File: config.mk
export PLATFORM = sky130hd
export DESIGN_NAME = minute_second_countdown_alarm_unit
export DESIGN_NICKNAME = d
export VERILOG_FILES = /design/src/hw/rtl/msca_pkg.sv /design/src/hw/rtl/msca_state.sv /design/src/hw/rtl/minute_second_countdown_alarm_unit.sv
export SDC_FILE = /design/constraint.sdc
export NUM_CORES = 1
export LEC_CHECK = 0
export ABC_AREA = 0
export BUFFER_PORTS_ARGS = -buffer_cell sky130_fd_sc_hd__buf_2
export CORE_MARGIN = 5
export CORE_UTILIZATION = 65
export CTS_BUF_LIST = sky130_fd_sc_hd__clkbuf_8
export CTS_CLUSTER_DIAMETER = 80
export DETAILED_ROUTE_END_ITERATION = 6
export PLACE_DENSITY = 0.89
export SETUP_SLACK_MARGIN = 0.05
export SLEW_MARGIN = 15
export SYNTH_ARGS = -nofsm -noshare
export SYNTH_HDL_FRONTEND = slang
export SYNTH_SLANG_ARGS = --single-unit
File: constraint.sdc
create_clock -name clk -period 6.9 [get_ports clk]
set_input_delay 1.035 -clock clk [delete_from_list [all_inputs] [get_ports clk]]
set_output_delay 1.035 -clock clk [all_outputs]
set_load 0.02 [all_outputs]
File: src/hw/rtl/msca_pkg.sv
`default_nettype none
// ----------------------------------------------------------------------------
// msca_pkg
// Shared types and constants for the minutes:seconds countdown timer with
// alarm: item codes, register indexes and the timer state record.
// ----------------------------------------------------------------------------
package msca_pkg;

	localparam logic [1:0] REQ_COUNT_TICK = 2'd0;
	localparam logic [1:0] REQ_ALARM_TICK = 2'd1;
	localparam logic [1:0] REQ_KNOB       = 2'd2;

	localparam logic [1:0] ROT_CW  = 2'd1;
	localparam logic [1:0] ROT_CCW = 2'd2;

	localparam logic [1:0] PRESS_SHORT = 2'd1;
	localparam logic [1:0] PRESS_LONG  = 2'd2;

	localparam logic CFG_ALARM_LENGTH = 1'b0;
	localparam logic CFG_MAX_MINUTES  = 1'b1;

	localparam logic [7:0] ALARM_LENGTH_RESET = 8'd20;
	localparam logic [6:0] MAX_MINUTES_RESET  = 7'd99;
	localparam logic [6:0] MINUTES_LIMIT      = 7'd99;
	localparam logic [5:0] SECONDS_TOP        = 6'd59;

	typedef struct packed {
		logic [1:0] req_type;
		logic [1:0] rotate;
		logic [1:0] press;
	} item_t;

	typedef struct packed {
		logic [6:0] minute_count;
		logic [5:0] second_count;
		logic       run_flag;
		logic       blink_flag;
		logic [7:0] alarm_count;
		logic       buzzer_level;
	} tmr_state_t;

endpackage
`default_nettype wire

File: src/hw/rtl/msca_state.sv
`default_nettype none
// ----------------------------------------------------------------------------
// msca_state
// Timer state register and the combinational update for one registered item.
// ----------------------------------------------------------------------------
module msca_state
	import msca_pkg::*;
(
	input  wire logic       clk,
	input  wire logic       arst_n,
	input  wire logic       en,
	input  wire item_t      item,
	input  wire logic [7:0] alarm_length,
	input  wire logic [6:0] max_minutes,
	output tmr_state_t      st_d
);

	tmr_state_t st_q;
	logic [6:0] lim;
	logic [7:0] alarm_dec;

	always_comb begin
		st_d      = st_q;
		lim       = (max_minutes > MINUTES_LIMIT) ? MINUTES_LIMIT : max_minutes;
		alarm_dec = (st_q.alarm_count != 8'd0) ? st_q.alarm_count - 8'd1 : 8'd0;
		case (item.req_type)
			REQ_COUNT_TICK: begin
				if (st_q.run_flag &&
				    (st_q.minute_count != 7'd0 || st_q.second_count != 6'd0)) begin
					st_d.blink_flag = 1'b0;
					if (st_q.second_count == 6'd0) begin
						st_d.minute_count = st_q.minute_count - 7'd1;
						st_d.second_count = SECONDS_TOP;
					end else begin
						st_d.second_count = st_q.second_count - 6'd1;
					end
					if (st_q.minute_count == 7'd0 && st_q.second_count == 6'd1) begin
						st_d.run_flag    = 1'b0;
						st_d.alarm_count = alarm_length;
					end
				end else if (!st_q.run_flag) begin
					st_d.blink_flag = 1'b1;
				end
			end
			REQ_ALARM_TICK: begin
				st_d.alarm_count  = alarm_dec;
				st_d.buzzer_level = alarm_dec[0];
			end
			REQ_KNOB: begin
				if (item.rotate == ROT_CW) begin
					if (st_d.minute_count >= lim) begin
						st_d.minute_count = lim;
					end else begin
						st_d.minute_count = st_d.minute_count + 7'd1;
					end
				end else if (item.rotate == ROT_CCW) begin
					if (st_d.minute_count == 7'd0) begin
						st_d.second_count = 6'd0;
					end else begin
						st_d.minute_count = st_d.minute_count - 7'd1;
					end
				end
				if (item.press == PRESS_SHORT) begin
					st_d.alarm_count = 8'd0;
					st_d.run_flag    = !st_d.run_flag && !(st_d.minute_count == 7'd0 &&
					                   st_d.second_count == 6'd0);
				end else if (item.press == PRESS_LONG) begin
					st_d.minute_count = 7'd0;
					st_d.second_count = 6'd0;
				end
			end
			default: begin
				st_d = st_q;
			end
		endcase
	end

	always_ff @(posedge clk or negedge arst_n) begin
		if (!arst_n) begin
			st_q <= '0;
		end else if (en) begin
			st_q <= st_d;
		end
	end

`ifndef SYNTH
	a_seconds_range: assert property (@(posedge clk) disable iff (!arst_n)
		st_q.second_count <= SECONDS_TOP)
		else $error("seconds count above 59");

	a_minutes_range: assert property (@(posedge clk) disable iff (!arst_n)
		st_q.minute_count <= MINUTES_LIMIT)
		else $error("minutes count above 99");

	a_tick_clears_blink: assert property (@(posedge clk) disable iff (!arst_n)
		en && item.req_type == REQ_COUNT_TICK && st_q.run_flag &&
		(st_q.minute_count != 7'd0 || st_q.second_count != 6'd0) |=> !st_q.blink_flag)
		else $error("blink flag not cleared by a running count tick");

	a_alarm_tick_buzzer: assert property (@(posedge clk) disable iff (!arst_n)
		en && item.req_type == REQ_ALARM_TICK |=> st_q.buzzer_level == st_q.alarm_count[0])
		else $error("buzzer does not follow the alarm count after an alarm tick");
`endif

endmodule
`default_nettype wire

File: src/hw/rtl/minute_second_countdown_alarm_unit.sv
`default_nettype none
// ----------------------------------------------------------------------------
// minute_second_countdown_alarm_unit
// Minutes:seconds countdown timer with alarm, driven by count ticks, alarm
// ticks and knob events, with one result item per input item.
// ----------------------------------------------------------------------------
// Channel   Handshake              Payload
// in        in_valid / in_ready    req_type, rotate, press
// out       out_valid / out_ready  minutes, seconds, running, buzzer,
//                                  show_blink, alarm_active
// cfg       cfg_valid / cfg_ready  cfg_index, cfg_data
//
// One item is accepted per cycle while the output is not stalled; its result
// passes through the input register and then the result register.
// The state update is combinational between those two registers.
// A stalled output holds the result and the input register; in_ready drops
// only when both are full. Configuration writes are always taken.
// Reset clears the timer state and loads the register defaults.
// ----------------------------------------------------------------------------
module minute_second_countdown_alarm_unit
	import msca_pkg::*;
(
	input  wire logic       clk,
	input  wire logic       arst_n,
	input  wire logic       in_valid,
	output logic            in_ready,
	input  wire logic [1:0] req_type,
	input  wire logic [1:0] rotate,
	input  wire logic [1:0] press,
	output logic            out_valid,
	input  wire logic       out_ready,
	output logic [6:0]      minutes,
	output logic [5:0]      seconds,
	output logic            running,
	output logic            buzzer,
	output logic            show_blink,
	output logic            alarm_active,
	input  wire logic       cfg_valid,
	output logic            cfg_ready,
	input  wire logic       cfg_index,
	input  wire logic [7:0] cfg_data
);

	logic       valid_s1;
	item_t      item_s1;
	logic       adv;
	logic [7:0] alarm_length_q;
	logic [6:0] max_minutes_q;
	tmr_state_t st_d;

	assign adv       = valid_s1 && (!out_valid || out_ready);
	assign in_ready  = !valid_s1 || adv;
	assign cfg_ready = 1'b1;

	always_ff @(posedge clk or negedge arst_n) begin
		if (!arst_n) begin
			alarm_length_q <= ALARM_LENGTH_RESET;
			max_minutes_q  <= MAX_MINUTES_RESET;
		end else if (cfg_valid) begin
			case (cfg_index)
				CFG_ALARM_LENGTH: alarm_length_q <= cfg_data;
				CFG_MAX_MINUTES:  max_minutes_q  <= cfg_data[6:0];
				default:          alarm_length_q <= alarm_length_q;
			endcase
		end
	end

	always_ff @(posedge clk or negedge arst_n) begin
		if (!arst_n) begin
			valid_s1 <= 1'b0;
		end else if (in_ready) begin
			valid_s1 <= in_valid;
		end
	end

	always_ff @(posedge clk) begin
		if (in_ready && in_valid) begin
			item_s1 <= '{req_type: req_type, rotate: rotate, press: press};
		end
	end

	msca_state u_state (
		.clk          (clk),
		.arst_n       (arst_n),
		.en           (adv),
		.item         (item_s1),
		.alarm_length (alarm_length_q),
		.max_minutes  (max_minutes_q),
		.st_d         (st_d)
	);

	always_ff @(posedge clk or negedge arst_n) begin
		if (!arst_n) begin
			out_valid <= 1'b0;
		end else if (adv) begin
			out_valid <= 1'b1;
		end else if (out_ready) begin
			out_valid <= 1'b0;
		end
	end

	always_ff @(posedge clk) begin
		if (adv) begin
			minutes      <= st_d.minute_count;
			seconds      <= st_d.second_count;
			running      <= st_d.run_flag;
			buzzer       <= st_d.buzzer_level;
			show_blink   <= !st_d.run_flag && st_d.blink_flag && (st_d.second_count != 6'd0);
			alarm_active <= st_d.alarm_count != 8'd0;
		end
	end

endmodule
`default_nettype wire
==> impl_results.md <==
- Run status: finished clean
- Total congestion overflow: 0
- Final setup violation count: 0
- Drt wl/cell: 18.0 um
- Global-route wire length before repair: 15.6 mm
- Fillers: 448
- Reg2reg start: u_state.st_q[19]
- Hold Path Stages: 1
- Most frequent cells in the layout: nand2_1, buf_2, dfrtp_1, nor2_1, o21ai_0
- Final Cell Area: 4370 sq um
- Layout cells sized above 1: 0.197
- Clock sink count: 64
- Cell area after placement: 4220 sq um
- Num ports: 40
- ANT cells: 0
- Worst path arrival time: 3.56 ns
- Crit share post-route: 0.484
- Comb power frac: 0.457
- Deepest clock path buffer count: 2
- GP Congestion: 0.991
- Yosys cell types: 63
- Worst Setup SP: u_state.st_q[19]
- Post-Syn Instances: 431
- RSZ-0062 raised after global routing: no
- Commonest non-fill, non-tap cell in the layout: nand2_1
- Slew Limit Fails: 0
- Flop pwr share: 0.388
- Critical Path Most Common Cell: nor2_1
- Synthesized area: 4030 sq um
- CP Capture Type: flop
- WS Path Type: reg2reg
- CP cell instances: or4_4 -> o2111ai_1 -> nor2_1 -> a22oi_1 -> nor2_1 -> a221o_1 -> mux2_2
- Hold Vio Cnt, Final: 0
- FF-to-FF path depth: 7
- Crit path time final: 3.34 ns
- Final wirelength: 9.67 mm
- # DRC: 0
- Leakage: 1.78 nW
- Sw power: 781 uW
- Mapped Nets: 465
- Post-synth EDFFs: 23
- TritonCTS clock tree: built
- Slew margin rel.: 0.315
- Slew at the pin closest to its max-slew limit: 1.03 ns
- Total iterations of the first detailed-routing run: 5
- Routed vias: 3522
- Vias in the first global route: 3348
- WP data required: 7.12 ns
- Synth Register Bits: 64
- Fin util: 0.730
- Chip height: 88.8 um
- Die X: 88.8 um
- Total track usage: 0.260
- Dominant synthesized flop cell: dfrtp_1
- Power per cell area: 400 nW/um^2
- Post-DP HPWL: 6.87 mm
- Clock Skew: 0.0141 ns
- Switch share: 0.446
- Total power draw: 1.75 mW
- Postcts setup bufs: 0
- Avg Cell Area, Syn: 9.36 sq um
- Clk pwr share: 0.155
- CP Launch Type: flop
- CP max stage delay: 0.85 ns
- Total die area: 7880 sq um
- Max Cap Violations: 0
- # H-tree levels: 3
- Layout area overhead: 8.37%
- Crit Path Max Fanout: 17
- FMAX: 299 MHz
- Slowest stage cell, crit path: o2111ai_1
- Initial Util: 0.673
- Setup TNS: 0 ns
- Post-synth ARST share: 0.641
- Seq/Total Area, Yosys: 0.427
- TritonCTS Buffers: 9
- Synth top area share: 0.217
- Largest net degree at the start of global routing: 42
- CTS Hold Buffers Added: 0
- Power Internal: 969 uW
- YS warnings: 0
- Post-synth top area cell: dfrtp_1
- Worst hold path class: reg2reg
- DRT antenna net count: 0
- Core area: 5990 sq um
- PostCTS Resize Cnt: 0
- Placement Rows: 28
- Clock transition at the registers of the reported paths: 0.07 ns
- Initial antenna violation count: 0
- Starting DRT DRC Count: 517
- Clock Latency Late Sink: 0.35 ns
- Top post-synthesis cells by area: dfrtp_1, edfxtp_1, mux2_2
- Root Driver: clkbuf_8
- Nets: 491
- Start point of the worst hold path: valid_s1
- Buffers on Ports: 38
- Vias per std cell: 6.56
- Max VDD drop: 0.205 mV
## area by class of cell
type | count | area (sq um) | area share
Timing Repair Buffer | 39 | 198 | 0.0452
Clock inverter | 7 | 32.5 | 0.00744
Tap cell | 75 | 93.8 | 0.0215
Clock buffer | 9 | 124 | 0.0283
Multi-Input combinational cell | 326 | 2140 | 0.489
Inverter | 17 | 63.8 | 0.0146
Sequential cell | 64 | 1720 | 0.394
## critical path, delay by kind of cell (launching register included)
| family | cells | cell delay, ns |
|---|---|---|
| AOI/OAI and AO/OA | 3 | 1.37 |
| and+or+nand+nor | 3 | 1.00 |
| DFF | 1 | 0.58 |
| muxes | 1 | 0.26 |
## layer usage
| layer | vias up | share of wire | track usage |
|---|---|---|---|
| li1 | 1651 | - | - |
| met1 | 1652 | 0.42 | 0.347 |
| met2 | 191 | 0.47 | 0.412 |
| met3 | 28 | 0.080 | 0.0391 |
| met4 | 0 | 0.029 | 0.135 |
| met5 | - | 0 | 0 |
## final timing paths
| path | end | slack, ns |
|---|---|---|
| max in group asynchronous | u_state.st_q[18] | 5.46 |
| worst min register to register | out_valid | 0.51 |
| min in group asynchronous | u_state.st_q[22] | 0.84 |
| worst min-delay path | out_valid | 0.51 |
| worst max-delay path | u_state.st_q[18] | 3.56 |
| worst max register to register | u_state.st_q[18] | 3.56 |
## synth_stat cells (9+ instances only)
cell and number:
nand2_1 56, dfrtp_1 35, ha_1 14, clkbuf_1 20, nor2_1 34, o21ai_0 32, edfxtp_1 23, a21oi_1 21
nand2b_1 14, nor3_1 9, mux2_2 22, inv_1 16
## state kept, by name, indices dropped and copies added (netlist names)
name and flops:
u_state.st_q 24, alarm_length_q 8, max_minutes_q 7, minutes 7
item_s1 6, seconds 6, alarm_active 1, buzzer 1
out_valid 1, running 1, show_blink 1, valid_s1 1
## stage by stage
| step | cells | hold slack (ns) | worst slack (ns) |
|---|---|---|---|
| 2_1_floorplan | 431 | 0.457 | 4.05 |
| 3_3_place_gp | 521 | 0.466 | 3.67 |
| 3_5_place_dp | 521 | 0.495 | 3.64 |
| 4_1_cts | 537 | 0.505 | 3.63 |
| 5_1_grt | 537 | 0.538 | 3.40 |
| 6_report | 537 | 0.507 | 3.56 |
## power by group through the flow
stage | Clock, mW | Combinational, mW | Sequential, mW
3_3_place_gp | 0 | 0.758 | 0.672
5_1_grt | 0.294 | 0.881 | 0.697
3_5_place_dp | 0 | 0.781 | 0.678
2_1_floorplan | 0 | 0.651 | 0.621
4_1_cts | 0.272 | 0.786 | 0.672
6_report | 0.272 | 0.799 | 0.679
## kinds of logic after synthesis
logic type	synth area share
other	0.000930
buffers and inverters	0.0431
multiplexers	0.0664
flip-flops	0.427
AND/OR/NAND/NOR	0.201
adder cells (fa/ha/maj)	0.0434
XOR/XNOR	0.00869
AO/OA/AOI/OAI	0.209
Note: power is estimated with default switching activity, not from simulation.
